<file path="config.mk">
export PLATFORM = sky130hd
export DESIGN_NAME = touch_gesture_classifier
export DESIGN_NICKNAME = d
export VERILOG_FILES = /design/src/rtl/core/tgc_pkg.sv /design/src/rtl/core/tgc_front.sv /design/src/rtl/core/tgc_fifo.sv /design/src/rtl/core/tgc_div.sv /design/src/rtl/core/tgc_back.sv /design/src/rtl/core/touch_gesture_classifier.sv
export SDC_FILE = /design/constraint.sdc
export NUM_CORES = 2
export LEC_CHECK = 0
export BUFFER_PORTS_ARGS = -buffer_cell sky130_fd_sc_hd__buf_2
export CORE_MARGIN = 5
export CORE_UTILIZATION = 64
export DETAILED_ROUTE_END_ITERATION = 16
export PLACE_DENSITY = 0.81
export SLEW_MARGIN = 10
export SYNTH_ARGS = -nofsm -noshare
export SYNTH_HDL_FRONTEND = slang
export SYNTH_SLANG_ARGS = --single-unit
</file>
<file path="constraint.sdc">
create_clock -name clk -period 11.8 [get_ports clk]
set_input_delay 2.36 -clock clk [delete_from_list [all_inputs] [get_ports clk]]
set_output_delay 2.36 -clock clk [all_outputs]
set_load 0.02 [all_outputs]
</file>
<file path="src/rtl/core/tgc_pkg.sv">
// Shared types and constants for the touch gesture classifier.
package tgc_pkg;

	localparam logic [15:0] EVT_SYN = 16'd0;
	localparam logic [15:0] EVT_KEY = 16'd1;
	localparam logic [15:0] EVT_ABS = 16'd3;
	localparam logic [15:0] CODE_SYN_REPORT = 16'h0000;
	localparam logic [15:0] CODE_ABS_X = 16'h0000;
	localparam logic [15:0] CODE_ABS_Y = 16'h0001;
	localparam logic [15:0] CODE_MT_X = 16'h0035;
	localparam logic [15:0] CODE_MT_Y = 16'h0036;
	localparam logic [15:0] CODE_MT_TRACK = 16'h0039;
	localparam logic [15:0] CODE_BTN_LEFT = 16'h0110;
	localparam logic [15:0] CODE_BTN_TOUCH = 16'h014A;

	localparam logic [1:0] GEST_MOVE = 2'd0;
	localparam logic [1:0] GEST_TAP = 2'd1;
	localparam logic [1:0] GEST_SWIPE = 2'd2;

	localparam logic [2:0] REG_WIDTH = 3'd0;
	localparam logic [2:0] REG_HEIGHT = 3'd1;
	localparam logic [2:0] REG_XMIN = 3'd2;
	localparam logic [2:0] REG_XMAX = 3'd3;
	localparam logic [2:0] REG_YMIN = 3'd4;
	localparam logic [2:0] REG_YMAX = 3'd5;
	localparam logic [2:0] REG_MT = 3'd6;

	localparam logic [1:0] CMD_X = 2'd0;
	localparam logic [1:0] CMD_Y = 2'd1;
	localparam logic [1:0] CMD_START = 2'd2;
	localparam logic [1:0] CMD_SYNC = 2'd3;

	// decoded request from front to back
	typedef struct packed {
		logic [1:0] kind;
		logic rel;          // for start kind: release request
		logic [31:0] value;
	} cmd_t;

endpackage

</file>
<file path="src/rtl/core/tgc_front.sv">
// Front end: decodes input events into commands for the back end queue.
module tgc_front
	import tgc_pkg::*;
(
	input logic clk,
	input logic arst_n,
	input logic use_mt,
	input logic in_valid,
	output logic in_ready,
	input logic [15:0] ev_type,
	input logic [15:0] ev_code,
	input logic [31:0] ev_value,
	output logic cmd_valid,
	input logic cmd_ready,
	output cmd_t cmd
);
	logic [15:0] xcode, ycode;
	logic hit;
	cmd_t dec;
	logic valid_q;
	cmd_t cmd_q;

	assign xcode = use_mt ? CODE_MT_X : CODE_ABS_X;
	assign ycode = use_mt ? CODE_MT_Y : CODE_ABS_Y;

	always_comb begin
		hit = 1'b1;
		dec.value = ev_value;
		dec.rel = 1'b0;
		dec.kind = CMD_SYNC;
		if (ev_type == EVT_ABS && ev_code == xcode) begin
			dec.kind = CMD_X;
		end else if (ev_type == EVT_ABS && ev_code == ycode) begin
			dec.kind = CMD_Y;
		end else if (ev_type == EVT_ABS && ev_code == CODE_MT_TRACK) begin
			dec.kind = CMD_START;
			dec.rel = ev_value[31];
		end else if (ev_type == EVT_KEY &&
				(ev_code == CODE_BTN_TOUCH || ev_code == CODE_BTN_LEFT)) begin
			dec.kind = CMD_START;
			dec.rel = (ev_value == 32'd0);
		end else if (ev_type == EVT_SYN && ev_code == CODE_SYN_REPORT) begin
			dec.kind = CMD_SYNC;
		end else begin
			hit = 1'b0;
		end
	end

	assign in_ready = !valid_q || cmd_ready;

	always_ff @(posedge clk or negedge arst_n) begin
		if (!arst_n) begin
			valid_q <= 1'b0;
		end else if (in_ready) begin
			valid_q <= in_valid && hit;
		end
	end

	always_ff @(posedge clk) begin
		if (in_ready) begin
			cmd_q <= dec;
		end
	end

	assign cmd_valid = valid_q;
	assign cmd = cmd_q;
endmodule

</file>
<file path="src/rtl/core/tgc_fifo.sv">
// Two-entry queue between front and back end.
module tgc_fifo
	import tgc_pkg::*;
(
	input logic clk,
	input logic arst_n,
	input logic wr_valid,
	output logic wr_ready,
	input cmd_t wr_data,
	output logic rd_valid,
	input logic rd_ready,
	output cmd_t rd_data
);
	cmd_t mem_q [2];
	logic wp_q, rp_q;
	logic [1:0] cnt_q;
	logic wr, rd;

	assign wr_ready = cnt_q != 2'd2;
	assign rd_valid = cnt_q != 2'd0;
	assign wr = wr_valid && wr_ready;
	assign rd = rd_valid && rd_ready;
	assign rd_data = mem_q[rp_q];

	always_ff @(posedge clk or negedge arst_n) begin
		if (!arst_n) begin
			wp_q <= 1'b0;
			rp_q <= 1'b0;
			cnt_q <= 2'd0;
		end else begin
			if (wr) wp_q <= !wp_q;
			if (rd) rp_q <= !rp_q;
			cnt_q <= cnt_q + {1'b0, wr} - {1'b0, rd};
		end
	end

	always_ff @(posedge clk) begin
		if (wr) mem_q[wp_q] <= wr_data;
	end
endmodule

</file>
<file path="src/rtl/core/tgc_div.sv">
// Serial restoring divider: 45-bit numerator by 33-bit divisor, one bit a cycle.
module tgc_div (
	input logic clk,
	input logic arst_n,
	input logic start,
	input logic [44:0] num,
	input logic [32:0] den,
	output logic busy,
	output logic [11:0] quo
);
	logic [5:0] cnt_q;
	logic [44:0] n_q;
	logic [32:0] d_q;
	logic [33:0] r_q;
	logic [33:0] sh;
	logic [33:0] diff;

	assign sh = {r_q[32:0], n_q[44]};
	assign diff = sh - {1'b0, d_q};
	assign busy = cnt_q != 6'd0;
	assign quo = n_q[11:0];

	always_ff @(posedge clk or negedge arst_n) begin
		if (!arst_n) begin
			cnt_q <= 6'd0;
		end else if (start) begin
			cnt_q <= 6'd45;
		end else if (busy) begin
			cnt_q <= cnt_q - 6'd1;
		end
	end

	always_ff @(posedge clk) begin
		if (start) begin
			n_q <= num;
			d_q <= den;
			r_q <= 34'd0;
		end else if (busy) begin
			if (!diff[33]) begin
				r_q <= diff;
				n_q <= {n_q[43:0], 1'b1};
			end else begin
				r_q <= sh;
				n_q <= {n_q[43:0], 1'b0};
			end
		end
	end
endmodule

</file>
<file path="src/rtl/core/tgc_back.sv">
// Back end: touch state, scaling and gesture decision.
module tgc_back
	import tgc_pkg::*;
#(
	parameter int MAX_EXT = 4096
)(
	input logic clk,
	input logic arst_n,
	input logic [12:0] scr_w,
	input logic [12:0] scr_h,
	input logic [31:0] xmin,
	input logic [31:0] xmax,
	input logic [31:0] ymin,
	input logic [31:0] ymax,
	input logic cmd_valid,
	output logic cmd_ready,
	input cmd_t cmd,
	output logic busy,
	output logic res_valid,
	input logic res_ready,
	output logic [75:0] res_data
);
	localparam logic [1:0] ST_IDLE = 2'd0;
	localparam logic [1:0] ST_DX = 2'd1;
	localparam logic [1:0] ST_DY = 2'd2;
	localparam logic [1:0] ST_DEC = 2'd3;
	localparam logic [1:0] PH_IDLE = 2'd0;
	localparam logic [1:0] PH_HELD = 2'd1;
	localparam logic [1:0] PH_NEW = 2'd2;

	logic [1:0] st_q;
	logic [31:0] rawx_q, rawy_q;
	logic [1:0] phase_q;
	logic rel_q;
	logic [11:0] bx_q, by_q, px_q, py_q, sx_q;
	logic res_v_q;
	logic [75:0] res_q;

	logic [12:0] w, h, ext;
	logic [31:0] raw, lo, hi;
	logic [32:0] vc, span;
	logic [44:0] num;
	logic dstart, dbusy;
	logic [11:0] dq;
	logic bad;

	function automatic logic [12:0] clamp_ext(input logic [12:0] e);
		if (e == 13'd0) return 13'd1;
		if ({19'd0, e} > MAX_EXT) return 13'(MAX_EXT);
		return e;
	endfunction

	// extent / 20 (at least 32) by reciprocal multiply (3277 / 2^16), exact for 13-bit extents
	function automatic logic [11:0] thr(input logic [12:0] e);
		logic [25:0] p;
		p = {13'd0, e} * 26'd3277;
		return (p[25:16] < 10'd32) ? 12'd32 : {2'd0, p[25:16]};
	endfunction

	assign w = clamp_ext(scr_w);
	assign h = clamp_ext(scr_h);
	assign bad = ($signed(xmax) <= $signed(xmin)) || ($signed(ymax) <= $signed(ymin));

	// X operands while idle (first divide starts there), Y operands after
	always_comb begin
		raw = (st_q == ST_IDLE) ? rawx_q : rawy_q;
		lo = (st_q == ST_IDLE) ? xmin : ymin;
		hi = (st_q == ST_IDLE) ? xmax : ymax;
		ext = (st_q == ST_IDLE) ? w : h;
		if ($signed(raw) < $signed(lo)) vc = 33'd0;
		else if ($signed(raw) > $signed(hi)) vc = {hi[31], hi} - {lo[31], lo};
		else vc = {raw[31], raw} - {lo[31], lo};
		span = {hi[31], hi} - {lo[31], lo};
		num = vc * {20'd0, ext - 13'd1};
	end

	assign cmd_ready = (st_q == ST_IDLE) && !res_v_q;
	assign dstart = ((st_q == ST_IDLE) && cmd_valid && cmd_ready && cmd.kind == CMD_SYNC
		&& !bad) || ((st_q == ST_DX) && !dbusy);
	assign busy = st_q != ST_IDLE;

	tgc_div u_div (
		.clk(clk), .arst_n(arst_n), .start(dstart), .num(num), .den(span),
		.busy(dbusy), .quo(dq)
	);

	logic [11:0] x, y, nbx, nby, ax, ay;
	logic [12:0] dx, dy;
	logic tap_hit, swipe_hit;
	logic [1:0] gcode;
	assign x = sx_q;
	assign y = dq;
	assign nbx = (phase_q == PH_NEW) ? x : bx_q;
	assign nby = (phase_q == PH_NEW) ? y : by_q;
	assign dx = {1'b0, x} - {1'b0, nbx};
	assign dy = {1'b0, y} - {1'b0, nby};
	assign ax = dx[12] ? 12'(-dx) : dx[11:0];
	assign ay = dy[12] ? 12'(-dy) : dy[11:0];
	assign tap_hit = (ax <= 12'd15) && (ay <= 12'd15);
	assign swipe_hit = (ax >= thr(w)) || (ay >= thr(h));
	assign gcode = !rel_q ? GEST_MOVE : (tap_hit ? GEST_TAP : GEST_SWIPE);

	always_ff @(posedge clk or negedge arst_n) begin
		if (!arst_n) begin
			st_q <= ST_IDLE;
			rawx_q <= '0; rawy_q <= '0;
			phase_q <= PH_IDLE; rel_q <= 1'b0;
			bx_q <= '0; by_q <= '0; px_q <= '0; py_q <= '0;
			res_v_q <= 1'b0;
		end else begin
			if (res_v_q && res_ready) res_v_q <= 1'b0;
			case (st_q)
				ST_IDLE: begin
					if (cmd_valid && cmd_ready) begin
						case (cmd.kind)
							CMD_X: rawx_q <= cmd.value;
							CMD_Y: rawy_q <= cmd.value;
							CMD_START: begin
								if (!cmd.rel && phase_q == PH_IDLE) phase_q <= PH_NEW;
								else if (cmd.rel && phase_q != PH_IDLE) rel_q <= 1'b1;
							end
							default: if (!bad) st_q <= ST_DX;
						endcase
					end
				end
				ST_DX: if (!dbusy) st_q <= ST_DY;
				ST_DY: if (!dbusy && !dstart) st_q <= ST_DEC;
				ST_DEC: begin
					st_q <= ST_IDLE;
					res_q <= {dy, dx, nby, nbx, y, x, gcode};
					if (phase_q == PH_NEW) begin
						bx_q <= x; by_q <= y; px_q <= x; py_q <= y;
					end
					if (rel_q) begin
						phase_q <= PH_IDLE; rel_q <= 1'b0;
						res_v_q <= tap_hit || swipe_hit;
					end else if (phase_q == PH_NEW) begin
						phase_q <= PH_HELD;
					end else if (phase_q == PH_HELD && (x != px_q || y != py_q)) begin
						res_v_q <= 1'b1;
						px_q <= x; py_q <= y;
					end
				end
				default: st_q <= ST_IDLE;
			endcase
		end
	end

	always_ff @(posedge clk) begin
		if (st_q == ST_DX && !dbusy) sx_q <= dq;
	end

	assign res_valid = res_v_q;
	assign res_data = res_q;
endmodule

</file>
<file path="src/rtl/core/touch_gesture_classifier.sv">
// Top level of the touch gesture classifier.
// Input: raw input events on s_axis (type, code, value), one per request.
// Position, tracking and key events update touch state; a sync report
// scales the latched raw coordinates to the screen and may produce one
// gesture request on m_axis (move, tap or swipe with positions and deltas).
// Config: cfg_valid/cfg_ready with cfg_index (0..6) and cfg_data; write only
// while idle; cfg_ready is low while the back end works on a sync report.
// Out-of-range indexes are ignored.
// Flow: non-sync events pass through the decode register and the two-entry
// queue. A sync report runs two serial 45-step divisions (one per axis) in
// the back end's shared divider, then the decision, before any result on
// m_axis; the back end takes no new command until it is done. Other events
// drain at one per cycle while the back end is idle and no result is pending.
// Reset: clears config to defaults (800x480, axes 0..4095, single-touch
// codes) and all touch state; no clearing pass.
// Receiver stall: a pending result holds in the output register and the back
// end stops taking commands; the queue and front keep absorbing events
// until they fill, then s_axis_tready drops.
module touch_gesture_classifier
	import tgc_pkg::*;
#(
	parameter int MAX_SCREEN_EXTENT = 4096
)(
	input logic clk,
	input logic arst_n,
	input logic s_axis_tvalid,
	output logic s_axis_tready,
	input logic [63:0] s_axis_tdata,  // event_type, event_code, event_value
	output logic m_axis_tvalid,
	input logic m_axis_tready,
	// gesture, pos_x, pos_y, origin_x, origin_y, delta_x, delta_y
	output logic [79:0] m_axis_tdata,
	input logic cfg_valid,
	output logic cfg_ready,
	input logic [2:0] cfg_index,
	input logic [31:0] cfg_data
);
	logic [12:0] w_q, h_q;
	logic [31:0] xmin_q, xmax_q, ymin_q, ymax_q;
	logic mt_q;
	logic fv, fr, qv, qr, bbusy;
	cmd_t fc, qc;
	logic [75:0] res;

	assign cfg_ready = !bbusy;

	always_ff @(posedge clk or negedge arst_n) begin
		if (!arst_n) begin
			w_q <= 13'd800; h_q <= 13'd480;
			xmin_q <= '0; xmax_q <= 32'd4095;
			ymin_q <= '0; ymax_q <= 32'd4095;
			mt_q <= 1'b0;
		end else if (cfg_valid && cfg_ready) begin
			case (cfg_index)
				REG_WIDTH: w_q <= cfg_data[12:0];
				REG_HEIGHT: h_q <= cfg_data[12:0];
				REG_XMIN: xmin_q <= cfg_data;
				REG_XMAX: xmax_q <= cfg_data;
				REG_YMIN: ymin_q <= cfg_data;
				REG_YMAX: ymax_q <= cfg_data;
				REG_MT: mt_q <= cfg_data[0];
				default: ;
			endcase
		end
	end

	tgc_front u_front (
		.clk(clk), .arst_n(arst_n), .use_mt(mt_q),
		.in_valid(s_axis_tvalid), .in_ready(s_axis_tready),
		.ev_type(s_axis_tdata[15:0]), .ev_code(s_axis_tdata[31:16]),
		.ev_value(s_axis_tdata[63:32]),
		.cmd_valid(fv), .cmd_ready(fr), .cmd(fc)
	);

	tgc_fifo u_fifo (
		.clk(clk), .arst_n(arst_n), .wr_valid(fv), .wr_ready(fr), .wr_data(fc),
		.rd_valid(qv), .rd_ready(qr), .rd_data(qc)
	);

	tgc_back #(.MAX_EXT(MAX_SCREEN_EXTENT)) u_back (
		.clk(clk), .arst_n(arst_n), .scr_w(w_q), .scr_h(h_q),
		.xmin(xmin_q), .xmax(xmax_q), .ymin(ymin_q), .ymax(ymax_q),
		.cmd_valid(qv), .cmd_ready(qr), .cmd(qc), .busy(bbusy),
		.res_valid(m_axis_tvalid), .res_ready(m_axis_tready), .res_data(res)
	);

	assign m_axis_tdata = {4'd0, res};
endmodule

</file>
==> results by group <==
Routing
  • Via count: 40300
  • DRT Pass-1 Iters: 9
  • Starting DRC count in detailed routing: 3418
  • Routed Antenna Nets: 0
  • WL per Instance: 20.7 um
  • WL final: 137000 um
  • # DRC: 0
  • Via density: 6.09

Cells and area
  • Layout cell share with drive strength beyond 1: 0.119
  • Multi-input logic area: 33000 um2
  • FF+latch area: 15900 um2
  • Post-Layout Cell Count: 6609
  • Fill cells: 5988
  • Area growth from synthesis to layout: 8.54%
  • Fin nets: 6529

Logic synthesis
  • Asr flop ratio synth: 0.483
  • Distinct cells, synth: 102
  • Post-synth top flop: edfxtp_1
  • Seq/Total Area, Yosys: 0.304
  • Synth Area per Inst: 9.82 um2
  • Number of flops mapped to enable cells by yosys: 271
  • Yosys reg bits: 588
  • Syn Inst Count: 5349
  • Post-synthesis cell area: 52500 um2
  • Yosys Warn Count: 0

STA
  • Finish-stage setup viols: 0
  • Unrepaired setup endpoints after global routing: no
  • F_max: 0.0904 GHz
  • Clk_skew: 0.0420 ns
  • Final hold vios: 0
  • Setup_tns: 0 ns
  • Final Critical Period: 11.06 ns
  • Fin crit share: 0.938
  • Fin. max-slew vios: 0
  • Worst slew margin: 0.208
  • Slew at the pin closest to its max-slew limit: 1.19 ns

Worst setup path
  • Slowest stage delay, CP: 0.86 ns
  • Critical Path RT: 12.16 ns
  • Setup crit start kind: register
  • Critical Path AT: 11.42 ns
  • CP Max Fanout: 43
  • Slowest stage cell, crit path: nor2_1
  • Setup CP Type: reg -> reg
  • Delay-heaviest family, CP: adder cells
  • CP most frequent cell: fa_1
  • CP Buf/Inv Count: 6
  • Crit path capture type: register
  • Flop2flop setup slack: 0.74 ns

Global routing
  • First-pass GRT wire length: 219000 um
  • Gr usage total: 0.313
  • GRT Residual Overflow: 0
  • Initial antenna violation count: 4
  • Vias in the first global route: 41700
  • Largest net degree at the start of global routing: 145

Clock network
  • Clock tree buffer depth: 3
  • Number of clock sinks: 588
  • CTS H-tree lvls: 3
  • Clk_lat worst skew: 0.66 ns
  • CTS hold repair buffers: 0
  • Clock-pin slew on the worst setup and hold paths: 0.06 ns
  • Setup repair bufs after CTS: 0
  • Inserted Clock Buffers: 67
  • Clk root buf: clkbuf_16
  • # resized after CTS: 0
  • CTS tree: yes

Job
  • Max-Cap Viols: 0

Die
  • Die width: 296 um
  • Starting density of the core: 0.643
  • Row Count: 105
  • Ports: 187
  • Core Area: 81700 um2
  • Die height: 296 um
  • Total die area: 87900 um2

Min path
  • Worst Hold Class: reg -> reg

Place
  • Inst Count DP: 6484
  • Port bufs: 182
  • DP HPWL: 105000 um
  • GP Congestion: 0.991

Outcome
  • Status: completed
-- area by class of cell --
type                            instances  area share
Clock buffer                           82      0.0320
Timing Repair Buffer                  248      0.0255
Clock inverter                         41     0.00904
Multi-Input combinational cell       3806       0.579
Antenna cell                            2   0.0000878
Sequential cell                       588       0.280
Tap cell                             1070      0.0235
Inverter                              772      0.0508
-- cells by family (layout without fill, tap and decap cells) --
kind of cell / count (synthesis) / count (layout) / synth area share
mux: 336 / 336 / 0.0689
other cells: 2 / 8 / 0.000143
xor+xnor: 215 / 215 / 0.0369
buf+inv: 959 / 1143 / 0.0697
fa+ha+maj: 942 / 942 / 0.286
compound gates: 960 / 960 / 0.115
flops: 588 / 588 / 0.304
simple gates: 1347 / 1347 / 0.120
-- placed cells by master (no fill, tap or decap), types with 47 or more instances in the layout --
cell,n
o21a_1,47
nand3_1,49
nand2_1,529
buf_4,63
inv_1,768
and2_1,79
mux2_2,201
nor2b_1,69
nor3_1,70
clkbuf_16,70
edfxtp_1,271
xor2_1,85
dfrtp_1,252
a21oi_1,303
a21o_1,99
buf_2,181
a31oi_1,61
xnor2_1,123
o21ai_0,211
nor2_1,315
mux2i_1,134
fa_1,431
ha_1,508
-- per-layer routing --
metal  up-vias  wire (um)  global-route usage
li1      18300          -                   -
met1     19600      52000               0.382
met2      1769      65400               0.530
met3       524      10400              0.0570
met4         2       8770               0.169
met5         -         85                   0
-- Yosys cell counts, drive strengths merged, types with 9 or more instances --
cell / number / area share
edfxtp: 271 / 0.15
o211ai: 24 / 0.0034
dfxtp: 33 / 0.013
or4: 12 / 0.0017
dfrtp: 253 / 0.12
o21ai: 227 / 0.022
nand2: 529 / 0.038
a31o: 10 / 0.0017
or2: 17 / 0.0020
and2: 84 / 0.010
o31ai: 9 / 0.0013
nor2b: 70 / 0.0083
or3: 22 / 0.0026
a211oi: 35 / 0.0053
nand4: 38 / 0.0045
buf: 40 / 0.0040
a31oi: 61 / 0.0073
dfstp: 31 / 0.016
nor2: 320 / 0.023
nor3: 72 / 0.0071
a21o: 99 / 0.014
xnor2: 127 / 0.022
a21oi: 308 / 0.030
and3: 28 / 0.0033
ha: 511 / 0.12
o21bai: 18 / 0.0026
a211o: 24 / 0.0040
fa: 431 / 0.16
clkbuf: 147 / 0.011
xor2: 88 / 0.015
nand3: 53 / 0.0054
o21a: 48 / 0.0069
mux2: 202 / 0.043
nand2b: 37 / 0.0044
nor4: 31 / 0.0037
inv: 770 / 0.055
mux2i: 134 / 0.026
a221oi: 9 / 0.0016
nor3b: 11 / 0.0019
-- registers in the layout, indices dropped and copies added (netlist names), 33 cells and up --
name,cells
u_back.u_div.n_q,45
u_back.u_div.d_q,33
u_front.cmd,35
u_fifo.mem_q,70
u_back.res_data,76
u_back.u_div.r_q,33
-- worst paths after layout --
check / from / endpoint / depth (start not counted)
worst min register to register: u_front.cmd[27]$_DFFE_PP_ / u_fifo.mem_q[0][27]$_DFFE_PP_ / 0
worst max-delay path: u_back.st_q[0]$_DFFE_PN0P_ / u_back.u_div.n_q[41]$_DFFE_PN_ / 35
max in group asynchronous: arst_n / xmax_q[27]$_DFFE_PN0P_ / 3
min in group asynchronous: arst_n / u_back.bx_q[6]$_DFFE_PN0N_ / 1
worst min-delay path: u_front.cmd[27]$_DFFE_PP_ / u_fifo.mem_q[0][27]$_DFFE_PP_ / 0
worst max register to register: u_back.st_q[0]$_DFFE_PN0P_ / u_back.u_div.n_q[41]$_DFFE_PN_ / 35
-- metrics by stage --
stage / cell area (um2) / utilization / setup slack, ns / hold WS [ns]
after floorplan: 52500 / - / 1.54 / 0.421
after global placement: 54700 / 0.669 / 1.24 / 0.423
after detailed placement: 54700 / 0.669 / 0.969 / 0.430
after CTS: 57000 / 0.698 / 0.926 / 0.446
after global routing: 57000 / 0.698 / 0.196 / 0.453
final: 57000 / 0.698 / 0.737 / 0.443
-- worst reg2reg max path: cells and delay by family (launching register included) --
family / cells / cell delay [ns]
AND/OR/NAND/NOR: 6 / 2.15
AO/OA/AOI/OAI: 14 / 3.49
adder cells (fa/ha/maj): 8 / 3.69
flip-flops: 1 / 0.43
XOR/XNOR: 1 / 0.15
buffers and inverters: 6 / 0.91
Power is left out: the tool's default activity adds up to more than one toggle a clock period on the data nets, which glitch-free logic cannot reach.
